## config.mk

```make
export PLATFORM = sky130hd
export DESIGN_NAME = sata_command_descriptor_builder
export DESIGN_NICKNAME = d
export VERILOG_FILES = /design/src/hw/rtl/scdb_pkg.sv /design/src/hw/rtl/sata_command_descriptor_builder.sv /design/src/hw/rtl/scdb_front.sv /design/src/hw/rtl/scdb_queue.sv /design/src/hw/rtl/scdb_back.sv
export SDC_FILE = /design/constraint.sdc
export NUM_CORES = 1
export LEC_CHECK = 0
export BUFFER_PORTS_ARGS = -buffer_cell sky130_fd_sc_hd__buf_2
export CAP_MARGIN = 40
export CORE_MARGIN = 8
export CORE_UTILIZATION = 45
export CTS_CLUSTER_SIZE = 14
export DETAILED_ROUTE_END_ITERATION = 6
export SLEW_MARGIN = 20
export SYNTH_ARGS = -nofsm -noshare
export SYNTH_HDL_FRONTEND = slang
export SYNTH_SLANG_ARGS = --single-unit
```

## constraint.sdc

```tcl
create_clock -name clk -period 10.78 [get_ports clk]
set_clock_uncertainty 0.05 [all_clocks]
set_input_delay 2.695 -clock clk [delete_from_list [all_inputs] [get_ports clk]]
set_output_delay 2.695 -clock clk [all_outputs]
set_load 0.02 [all_outputs]
```

## src/hw/rtl/scdb_pkg.sv

```systemverilog
package scdb_pkg;

    localparam int MAX_ENTRIES_DEF       = 8;
    localparam int MAX_SLOTS_DEF         = 32;
    localparam int SECTORS_PER_ENTRY     = 16;
    localparam int SECTORS_PER_ENTRY_LOG2 = 4;

    localparam int QUEUE_DEPTH = 2;
    localparam int QPTR_W      = 1;
    localparam int QCNT_W      = 2;

    localparam logic [16:0] COUNT_LIMIT_48 = 17'd65536;
    localparam logic [16:0] COUNT_LIMIT_28 = 17'd256;

    localparam logic [7:0] ATA_READ_DMA       = 8'hC8;
    localparam logic [7:0] ATA_READ_DMA_EXT   = 8'h25;
    localparam logic [7:0] ATA_WRITE_DMA      = 8'hCA;
    localparam logic [7:0] ATA_WRITE_DMA_EXT  = 8'h35;
    localparam logic [7:0] ATA_FLUSH_CACHE    = 8'hE7;
    localparam logic [7:0] ATA_FLUSH_CACHE_EXT = 8'hEA;
    localparam logic [7:0] DEVICE_LBA         = 8'h40;

    typedef enum logic [1:0] {
        OP_READ     = 2'd0,
        OP_WRITE    = 2'd1,
        OP_FLUSH    = 2'd2,
        OP_COMPLETE = 2'd3
    } opcode_t;

    typedef enum logic [2:0] {
        KIND_HEADER     = 3'd0,
        KIND_ENTRY      = 3'd1,
        KIND_REJECT     = 3'd2,
        KIND_NO_SLOT    = 3'd3,
        KIND_COMPLETION = 3'd4
    } kind_t;

    typedef enum logic [1:0] {
        REG_LBA48_MODE      = 2'd0,
        REG_BLOCK_SIZE_LOG2 = 2'd1,
        REG_SLOT_LIMIT      = 2'd2
    } cfg_reg_t;

    typedef enum logic {
        BK_IDLE,
        BK_ENTRY
    } back_state_t;

    // one classified command as it travels from front to back
    typedef struct packed {
        kind_t        kind;
        logic [4:0]   slot;
        logic         write_flag;
        logic [5:0]   entry_total;
        logic [7:0]   ata_command;
        logic [47:0]  lba_field;
        logic [15:0]  count_field;
        logic [7:0]   device_field;
        logic [63:0]  buffer_address;
        logic [16:0]  sector_total;
        logic [31:0]  done_slots;
    } desc_t;

    typedef struct packed {
        kind_t        kind;
        logic [4:0]   slot;
        logic         write_flag;
        logic [5:0]   entry_total;
        logic [7:0]   ata_command;
        logic [47:0]  lba_field;
        logic [15:0]  count_field;
        logic [7:0]   device_field;
        logic [63:0]  entry_address;
        logic [21:0]  entry_bytes_minus_one;
        logic [31:0]  done_slots;
        logic         last;
    } result_t;

    typedef struct packed {
        logic lba48_mode;
        logic [3:0] block_size_log2;
        logic [5:0] slot_limit;
    } cfg_t;

endpackage

```

## src/hw/rtl/sata_command_descriptor_builder.sv

```systemverilog
// Builds AHCI command descriptors from block requests. Read, write and flush requests are
// range-checked, given the lowest free command slot (not active in hardware, not pending),
// and turned into one header result followed by one scatter entry per 16 sectors; a
// completion event reports and clears the pending slots the hardware no longer shows active.
// The front end classifies an item in the cycle it is accepted and places it in a two-entry
// descriptor queue; the back end sequencer emits one result per cycle unless out_stall holds it.
// A request with N scatter entries (at most MAX_ENTRIES) gives a header and N entries; rejects,
// no-slot results, flushes and completions give one result. Input is stalled only while the
// descriptor queue is full. Configuration writes are always ready and take effect at once.
module sata_command_descriptor_builder #(
    parameter int MAX_ENTRIES = scdb_pkg::MAX_ENTRIES_DEF,
    parameter int MAX_SLOTS   = scdb_pkg::MAX_SLOTS_DEF
) (
    input  logic        clk,
    input  logic        rst_n,

    input  logic        cfg_valid,
    output logic        cfg_ready,
    input  logic [1:0]  cfg_index,
    input  logic [5:0]  cfg_data,

    input  logic        in_valid,
    output logic        in_stall,
    input  logic [1:0]  opcode,
    input  logic [47:0] start_lba,
    input  logic [16:0] sector_total,
    input  logic [63:0] buffer_address,
    input  logic [31:0] hw_active_slots,

    output logic        out_valid,
    input  logic        out_stall,
    output logic [2:0]  kind,
    output logic [4:0]  slot,
    output logic        write_flag,
    output logic [5:0]  entry_total,
    output logic [7:0]  ata_command,
    output logic [47:0] lba_field,
    output logic [15:0] count_field,
    output logic [7:0]  device_field,
    output logic [63:0] entry_address,
    output logic [21:0] entry_bytes_minus_one,
    output logic [31:0] done_slots,
    output logic        last
);

    scdb_pkg::cfg_t       cfg_reg;
    scdb_pkg::desc_t      front_desc;
    scdb_pkg::desc_t      head;
    scdb_pkg::result_t    res;
    logic                 accept;
    logic                 q_full;
    logic                 q_not_empty;
    logic                 pop;

    assign cfg_ready = 1'b1;
    assign in_stall  = q_full;
    assign accept    = in_valid && !q_full;

    always_ff @(posedge clk or negedge rst_n)
    begin
        if (!rst_n)
        begin
            cfg_reg.lba48_mode      <= 1'b0;
            cfg_reg.block_size_log2 <= 4'd9;
            cfg_reg.slot_limit      <= 6'd32;
        end
        else if (cfg_valid && cfg_ready)
        begin
            unique case (cfg_index)
                scdb_pkg::REG_LBA48_MODE:      cfg_reg.lba48_mode      <= cfg_data[0];
                scdb_pkg::REG_BLOCK_SIZE_LOG2: cfg_reg.block_size_log2 <= cfg_data[3:0];
                scdb_pkg::REG_SLOT_LIMIT:      cfg_reg.slot_limit      <= cfg_data;
                default:
                begin
                end
            endcase
        end
    end

    scdb_front #(
        .MAX_ENTRIES (MAX_ENTRIES),
        .MAX_SLOTS   (MAX_SLOTS)
    ) u_front (
        .clk             (clk),
        .rst_n           (rst_n),
        .lba48_mode      (cfg_reg.lba48_mode),
        .slot_limit      (cfg_reg.slot_limit),
        .accept          (accept),
        .opcode          (opcode),
        .start_lba       (start_lba),
        .sector_total    (sector_total),
        .buffer_address  (buffer_address),
        .hw_active_slots (hw_active_slots),
        .desc            (front_desc)
    );

    scdb_queue u_queue (
        .clk              (clk),
        .rst_n            (rst_n),
        .push             (accept),
        .push_data        (front_desc),
        .full             (q_full),
        .pop              (pop),
        .not_empty        (q_not_empty),
        .head             (head)
    );

    scdb_back u_back (
        .clk             (clk),
        .rst_n           (rst_n),
        .block_size_log2 (cfg_reg.block_size_log2),
        .head_valid      (q_not_empty),
        .head            (head),
        .pop             (pop),
        .out_stall       (out_stall),
        .out_valid       (out_valid),
        .res             (res)
    );

    assign kind                  = res.kind;
    assign slot                  = res.slot;
    assign write_flag            = res.write_flag;
    assign entry_total           = res.entry_total;
    assign ata_command           = res.ata_command;
    assign lba_field             = res.lba_field;
    assign count_field           = res.count_field;
    assign device_field          = res.device_field;
    assign entry_address         = res.entry_address;
    assign entry_bytes_minus_one = res.entry_bytes_minus_one;
    assign done_slots            = res.done_slots;
    assign last                  = res.last;

endmodule

```

## src/hw/rtl/scdb_front.sv

```systemverilog
module scdb_front #(
    parameter int MAX_ENTRIES = scdb_pkg::MAX_ENTRIES_DEF,
    parameter int MAX_SLOTS   = scdb_pkg::MAX_SLOTS_DEF
) (
    input  logic               clk,
    input  logic               rst_n,
    input  logic               lba48_mode,
    input  logic [5:0]         slot_limit,
    input  logic               accept,
    input  logic [1:0]         opcode,
    input  logic [47:0]        start_lba,
    input  logic [16:0]        sector_total,
    input  logic [63:0]        buffer_address,
    input  logic [31:0]        hw_active_slots,
    output scdb_pkg::desc_t    desc
);

    logic [31:0] pending_reg;
    logic [31:0] pending_next;
    logic [5:0]  limit;
    logic [31:0] free_mask;
    logic        found;
    logic [4:0]  free_slot;
    logic [17:0] count_round;
    logic [13:0] entries;
    logic        over_limit;

    assign limit = (slot_limit > 6'(MAX_SLOTS)) ? 6'(MAX_SLOTS) : slot_limit;
    assign over_limit = lba48_mode ? (sector_total > scdb_pkg::COUNT_LIMIT_48)
                                   : (sector_total > scdb_pkg::COUNT_LIMIT_28);
    assign count_round = {1'b0, sector_total} + 18'(scdb_pkg::SECTORS_PER_ENTRY - 1);
    assign entries = 14'(count_round >> scdb_pkg::SECTORS_PER_ENTRY_LOG2);

    always_comb
    begin
        for (int i = 0; i < 32; i++)
        begin
            free_mask[i] = !(hw_active_slots[i] | pending_reg[i]) && (6'(i) < limit);
        end
    end

    assign found = |free_mask;

    // lowest free slot wins
    always_comb
    begin
        free_slot = '0;
        for (int i = 31; i >= 0; i--)
        begin
            if (free_mask[i])
            begin
                free_slot = 5'(i);
            end
        end
    end

    always_comb
    begin
        desc = '0;
        desc.kind = scdb_pkg::KIND_REJECT;
        if (scdb_pkg::opcode_t'(opcode) == scdb_pkg::OP_COMPLETE)
        begin
            desc.kind = scdb_pkg::KIND_COMPLETION;
            desc.done_slots = pending_reg & ~hw_active_slots;
        end
        else if (over_limit)
        begin
            desc.kind = scdb_pkg::KIND_REJECT;
        end
        else if (!found)
        begin
            desc.kind = scdb_pkg::KIND_NO_SLOT;
        end
        else if (scdb_pkg::opcode_t'(opcode) == scdb_pkg::OP_FLUSH)
        begin
            desc.kind = scdb_pkg::KIND_HEADER;
            desc.slot = free_slot;
            desc.ata_command = lba48_mode ? scdb_pkg::ATA_FLUSH_CACHE_EXT
                                          : scdb_pkg::ATA_FLUSH_CACHE;
            desc.device_field = scdb_pkg::DEVICE_LBA;
        end
        else if (sector_total == '0 || entries > 14'(MAX_ENTRIES))
        begin
            desc.kind = scdb_pkg::KIND_REJECT;
        end
        else
        begin
            desc.kind = scdb_pkg::KIND_HEADER;
            desc.slot = free_slot;
            desc.write_flag = (scdb_pkg::opcode_t'(opcode) == scdb_pkg::OP_WRITE);
            desc.entry_total = entries[5:0];
            desc.buffer_address = buffer_address;
            desc.sector_total = sector_total;
            if (scdb_pkg::opcode_t'(opcode) == scdb_pkg::OP_WRITE)
            begin
                desc.ata_command = lba48_mode ? scdb_pkg::ATA_WRITE_DMA_EXT
                                              : scdb_pkg::ATA_WRITE_DMA;
            end
            else
            begin
                desc.ata_command = lba48_mode ? scdb_pkg::ATA_READ_DMA_EXT
                                              : scdb_pkg::ATA_READ_DMA;
            end
            if (lba48_mode)
            begin
                desc.lba_field = start_lba;
                desc.count_field = sector_total[15:0];
                desc.device_field = scdb_pkg::DEVICE_LBA;
            end
            else
            begin
                desc.lba_field = {24'd0, start_lba[23:0]};
                desc.count_field = {8'd0, sector_total[7:0]};
                desc.device_field = scdb_pkg::DEVICE_LBA | {4'd0, start_lba[27:24]};
            end
        end
    end

    always_comb
    begin
        pending_next = pending_reg;
        if (accept)
        begin
            if (desc.kind == scdb_pkg::KIND_COMPLETION)
            begin
                pending_next = pending_reg & hw_active_slots;
            end
            else if (desc.kind == scdb_pkg::KIND_HEADER)
            begin
                pending_next = pending_reg | (32'd1 << desc.slot);
            end
        end
    end

    always_ff @(posedge clk or negedge rst_n)
    begin
        if (!rst_n)
        begin
            pending_reg <= '0;
        end
        else
        begin
            pending_reg <= pending_next;
        end
    end

endmodule

```

## src/hw/rtl/scdb_queue.sv

```systemverilog
module scdb_queue (
    input  logic                 clk,
    input  logic                 rst_n,
    input  logic                 push,
    input  scdb_pkg::desc_t      push_data,
    output logic                 full,
    input  logic                 pop,
    output logic                 not_empty,
    output scdb_pkg::desc_t      head
);

    scdb_pkg::desc_t               mem_reg [scdb_pkg::QUEUE_DEPTH];
    logic [scdb_pkg::QPTR_W-1:0]   wr_ptr_reg;
    logic [scdb_pkg::QPTR_W-1:0]   rd_ptr_reg;
    logic [scdb_pkg::QCNT_W-1:0]   count_reg;
    logic [scdb_pkg::QCNT_W-1:0]   count_next;

    assign full      = (count_reg == scdb_pkg::QCNT_W'(scdb_pkg::QUEUE_DEPTH));
    assign not_empty = (count_reg != '0);
    assign head      = mem_reg[rd_ptr_reg];

    always_comb
    begin
        count_next = count_reg;
        if (push && !(pop && not_empty))
        begin
            count_next = count_reg + 1'b1;
        end
        else if (!push && pop && not_empty)
        begin
            count_next = count_reg - 1'b1;
        end
    end

    always_ff @(posedge clk or negedge rst_n)
    begin
        if (!rst_n)
        begin
            wr_ptr_reg <= '0;
            rd_ptr_reg <= '0;
            count_reg  <= '0;
        end
        else
        begin
            count_reg <= count_next;
            if (push)
            begin
                wr_ptr_reg <= wr_ptr_reg + 1'b1;
            end
            if (pop && not_empty)
            begin
                rd_ptr_reg <= rd_ptr_reg + 1'b1;
            end
        end
    end

    always_ff @(posedge clk)
    begin
        if (push)
        begin
            mem_reg[wr_ptr_reg] <= push_data;
        end
    end

endmodule

```

## src/hw/rtl/scdb_back.sv

```systemverilog
module scdb_back (
    input  logic                 clk,
    input  logic                 rst_n,
    input  logic [3:0]           block_size_log2,
    input  logic                 head_valid,
    input  scdb_pkg::desc_t      head,
    output logic                 pop,
    input  logic                 out_stall,
    output logic                 out_valid,
    output scdb_pkg::result_t    res
);

    scdb_pkg::back_state_t state_reg;
    scdb_pkg::back_state_t state_next;

    logic                 out_valid_reg;
    logic                 out_valid_next;
    scdb_pkg::result_t    res_reg;
    scdb_pkg::result_t    res_next;
    logic                 emit;
    logic                 out_free;

    logic [4:0]  slot_reg;
    logic        wr_reg;
    logic [5:0]  total_reg;
    logic [63:0] addr_reg;
    logic [16:0] left_reg;
    logic [5:0]  idx_reg;

    logic        is_last;
    logic [32:0] per_entry;
    logic [32:0] tail_bytes;
    logic [21:0] bytes_m1;

    assign out_free   = !out_valid_reg || !out_stall;
    assign is_last    = ({1'b0, idx_reg} + 7'd1) == {1'b0, total_reg};
    assign per_entry  = 33'(scdb_pkg::SECTORS_PER_ENTRY) << block_size_log2;
    assign tail_bytes = {16'd0, left_reg} << block_size_log2;
    assign bytes_m1   = 22'((is_last ? tail_bytes : per_entry) - 33'd1);

    always_comb
    begin
        state_next = state_reg;
        pop        = 1'b0;
        emit       = 1'b0;
        res_next   = '0;
        unique case (state_reg)
            scdb_pkg::BK_IDLE:
            begin
                if (out_free && head_valid)
                begin
                    pop  = 1'b1;
                    emit = 1'b1;
                    res_next.kind         = head.kind;
                    res_next.slot         = head.slot;
                    res_next.write_flag   = head.write_flag;
                    res_next.entry_total  = head.entry_total;
                    res_next.ata_command  = head.ata_command;
                    res_next.lba_field    = head.lba_field;
                    res_next.count_field  = head.count_field;
                    res_next.device_field = head.device_field;
                    res_next.done_slots   = head.done_slots;
                    res_next.last = (head.kind != scdb_pkg::KIND_HEADER) ||
                                    (head.entry_total == '0);
                    if (head.kind == scdb_pkg::KIND_HEADER && head.entry_total != '0)
                    begin
                        state_next = scdb_pkg::BK_ENTRY;
                    end
                end
            end
            scdb_pkg::BK_ENTRY:
            begin
                if (out_free)
                begin
                    emit = 1'b1;
                    res_next.kind          = scdb_pkg::KIND_ENTRY;
                    res_next.slot          = slot_reg;
                    res_next.write_flag    = wr_reg;
                    res_next.entry_total   = total_reg;
                    res_next.entry_address = addr_reg;
                    res_next.entry_bytes_minus_one = bytes_m1;
                    res_next.last          = is_last;
                    if (is_last)
                    begin
                        state_next = scdb_pkg::BK_IDLE;
                    end
                end
            end
            default:
            begin
                state_next = scdb_pkg::BK_IDLE;
            end
        endcase
    end

    assign out_valid_next = out_free ? emit : out_valid_reg;

    always_ff @(posedge clk or negedge rst_n)
    begin
        if (!rst_n)
        begin
            state_reg     <= scdb_pkg::BK_IDLE;
            out_valid_reg <= 1'b0;
        end
        else
        begin
            state_reg     <= state_next;
            out_valid_reg <= out_valid_next;
        end
    end

    always_ff @(posedge clk)
    begin
        if (emit)
        begin
            res_reg <= res_next;
        end
        if (pop)
        begin
            slot_reg  <= head.slot;
            wr_reg    <= head.write_flag;
            total_reg <= head.entry_total;
            addr_reg  <= head.buffer_address;
            left_reg  <= head.sector_total;
            idx_reg   <= '0;
        end
        else if (state_reg == scdb_pkg::BK_ENTRY && emit)
        begin
            addr_reg <= addr_reg + {31'd0, per_entry};
            left_reg <= left_reg - 17'(scdb_pkg::SECTORS_PER_ENTRY);
            idx_reg  <= idx_reg + 6'd1;
        end
    end

    assign out_valid = out_valid_reg;
    assign res       = res_reg;

endmodule

```

==> flow_metrics.py <==
metrics = {
    "sta": {
        "slew_violations": 0,
        "rsz0062_at_grt": "no",
        "fin_tns_setup_ns": 0,
        "period_share_pct": 52.82,
        "hold_viol": 0,
        "fmax_ghz": 0.1756,
        "fin_ws_ns": 5.086,
        "relSlewSlack_pct": 30.70,
        "final.min_clock_period_ns": 5.694,
        "worst_slew_pin_slew_ns": 1.040,
        "final-setup-viol-count": 0,
    },
    "clock_network": {
        "cts.clk_slew.worst_paths_ns": 0.05,
        "cts_tree": "built",
        "cts_buffers": 82,
        "root_buffer": "clkbuf_16",
        "numClockSinks": 747,
        "max-clock-path-buffers": 3,
        "cts_max_level": 3,
        "postCtsHoldBufs": 0,
        "post_cts_resized": 0,
        "insertion_delay_ns": 0.64,
        "cts_setup_buffers": 0,
    },
    "critical_path": {
        "required_ns": 10.96,
        "cp_cell_sequence": "buf_2, nand2_2, and2_1, nor2_1, inv_8, buf_16, buf_12",
        "reg2reg_slack_ns": 5.45,
        "cp-start-kind": "primary input",
        "arrival_ns": 5.87,
        "worstRegToRegCells": 16,
        "r2r_end": "u_back.addr_reg[62]",
        "crit_slowest_cell": "and2_1",
        "crit_family": "buffers and inverters",
        "timing.rr.start": "cfg_reg[8]",
        "critPathMaxFanout": 137,
        "cp-end-kind": "flip-flop",
        "crit_path_max_incr_delay_ns": 0.68,
        "path_buf_inv": 4,
        "crit_type": "primary input to flip-flop",
    },
    "worst_hold_path": {
        "hold_path_class": "flip-flop to flip-flop",
        "hold_path_startpoint": "u_back.idx_reg[1]",
        "whs_endpoint": "u_back.idx_reg[1]",
        "min_path_cells": 2,
    },
    "routing": {
        "post_drt_via_cell_ratio": 5.646,
        "drc": 0,
        "wl_per_cell_um": 22.88,
        "vias": 22810,
        "wl_um": 92450,
        "drt_pass1_iterations": 5,
        "ant_nets": 0,
        "dr.first_iter.drc_count": 1851,
    },
    "global_routing": {
        "grt_start_max_net_pins": 176,
        "antenna_found_initial": 27,
        "grt_remaining_overflow": 0,
        "grt_pass1_wl_um": 138700,
        "grt_pass1_vias": 22830,
        "grt_usage_pct": 20.94,
    },
    "floorplanning": {
        "start_util_pct": 45.58,
        "core-area_um2": 74570,
        "die_area_um2": 84590,
        "ioPinCount": 393,
        "fp.dieW_um": 290.8,
        "num_rows": 100,
        "die_height_um": 290.8,
    },
    "logic_synthesis": {
        "synth_fa_ha_area_share_pct": 0.7583,
        "ys.warnings.count": 0,
        "synthSimpleGateAreaFrac_pct": 13.27,
        "synth_compound_area_share_pct": 9.019,
        "yosysTopAreaCellShare_pct": 61.14,
        "synthMuxAreaShare_pct": 7.465,
        "syn_inst": 2609,
        "synth-xor-area-share_pct": 1.752,
        "yosys-top-cells-area": "edfxtp_1 (61%), mux2i_1 (5.4%), dfrtp_1 (3.4%)",
        "synth_top_family_by_area": "simple AND/OR/NAND/NOR gates",
        "synthesis.area_um2": 33990,
        "synth_edf_count": 692,
        "synth-main-ff-cell": "edfxtp_1",
        "ys_seq_area_share_pct": 65.11,
        "ys_ff_latch": 747,
        "synth.avg_cell_area_um2": 13.03,
        "ys_types": 99,
        "ys_async_sr_fraction_pct": 6.560,
        "yosys.area.top_type": "edfxtp_1",
    },
    "layout": {
        "design_area_um2": 39880,
        "layout-drive-gt1-share_pct": 20.69,
        "largest_reg_flops": 390,
        "syn_to_final_growth_pct": 17.32,
        "nets": 3192,
        "fill_cells": 6352,
    },
    "status": {
        "status": "finished, final reports clean",
    },
    "pwr": {
        "power.density_nw_per_um2": 291.2,
        "vdd_ir_drop_max_mv": 0.2380,
        "p_leak_nw": 15.71,
    },
    "placed_design": {
        "gp_congestion": 0.8674,
        "numPortBuffers": 388,
        "dp_slack_ns": 4.386,
        "placed_cell_area_um2": 37150,
        "detailed_place_hpwl_um": 62590,
    },
    "flow_run": {
        "cap_violations": 0,
    },
}
layout by cell type (no fill, tap or decap), drive strengths merged, types with 14 or more instances in the layout:
cell type | Yosys | layout
a2111oi | 17 | 17
a211oi | 62 | 62
a21oi | 88 | 88
a31oi | 23 | 23
and2 | 29 | 29
and3 | 160 | 160
buf | 39 | 427
clkbuf | 126 | 105
clkinv | 1 | 32
conb | 2 | 42
dfrtp | 46 | 46
edfxtp | 692 | 692
ha | 19 | 19
inv | 49 | 52
mux2 | 32 | 32
mux2i | 185 | 185
nand2 | 131 | 131
nand2b | 17 | 17
nand3 | 46 | 46
nand4 | 14 | 14
nor2 | 258 | 258
nor2b | 45 | 45
nor3 | 45 | 45
nor3b | 41 | 41
o211ai | 20 | 20
o21ai | 130 | 130
xnor2 | 49 | 49
xor2 | 19 | 19
cells in the mapped netlist, types with 8 or more instances:
library cell    n
a2111oi_0      15
a211oi_1       61
a21o_1         11
a21oi_1        88
a22o_1         10
a31oi_1        23
and2_1         29
and3_1        160
buf_1          17
buf_2          11
clkbuf_1      126
dfrtp_1        46
edfxtp_1      692
ha_1           19
inv_1          48
mux2_2         32
mux2i_1       183
mux4_2         11
nand2_1       130
nand2b_1       17
nand3_1        46
nand3b_1       11
nand4_1        14
nor2_1        258
nor2b_1        45
nor3_1         44
nor3b_1        41
nor4_1         13
o211ai_1       20
o21ai_0       119
o21ai_1        11
o22ai_1        11
o31ai_1         8
or2_2           9
or3_1          12
xnor2_1        49
xor2_1         19
how the worst max path moves through the flow:
stage               slack, ns  depth (start not counted)       from                   to
finish                   5.09                          7  out_stall       u_back.res[33]
global route             4.83                          7  out_stall       u_back.res[39]
CTS                      5.04                          7  out_stall       u_back.res[33]
detailed placement       4.39                          7  out_stall       u_back.res[12]
global placement         4.17                          6  out_stall       u_back.res[12]
floorplan                1.30                          5  out_stall  u_back.addr_reg[10]
area by class of cell:
class                           instances  area, um^2  share of cell area (%)
Tap cell                              969        1212                   3.040
Sequential cell                       747       22140                   55.51
Clock buffer                          104        2135                   5.353
Clock inverter                         44       520.5                   1.305
Timing Repair Buffer                  428        2481                   6.222
Antenna cell                           11       27.53                 0.06903
Multi-Input combinational cell       1687       11170                   28.01
Inverter                               50       195.2                  0.4895
kinds of logic after synthesis:
kind of cell | after synthesis
flip-flops | 747
buffers and inverters | 215
XOR/XNOR | 68
multiplexers | 230
AO/OA/AOI/OAI | 463
other | 2
adder cells (fa/ha/maj) | 20
AND/OR/NAND/NOR | 864
power by group:
group / internal, W / switching [W]
registers: 0.00446 / 0.000532
clock network: 0.00163 / 0.00114
logic: 0.00127 / 0.00257
total: 0.00736 / 0.00425
stage by stage:
stage | total power [W] | hold slack, ns | instances | utilization (%)
floorplan | 0.007650 | 0.4099 | 2649 | -
global placement | 0.008787 | 0.4318 | 3865 | 49.46
detailed placement | 0.008910 | 0.4383 | 3878 | 49.81
CTS | 0.01171 | 0.4477 | 4026 | 53.37
global route | 0.01220 | 0.4826 | 4034 | 53.45
finish | 0.01161 | 0.4520 | 4040 | 53.47
layer usage:
layer	vias to the layer above	share of wire (%)	global-route usage, %
li1	10670	-	-
met1	11190	43	27.64
met2	795	47	33.98
met3	140	7.9	5.536
met4	20	2.3	5.989
met5	-	0.13	0
worst min-delay path, cell delays in order (launching register included):
cell and delay (ns):
dfxtp_1 0.34, nand3_1 0.08, nand2_1 0.05
No activity file was read; power rests on OpenSTA's default activity.
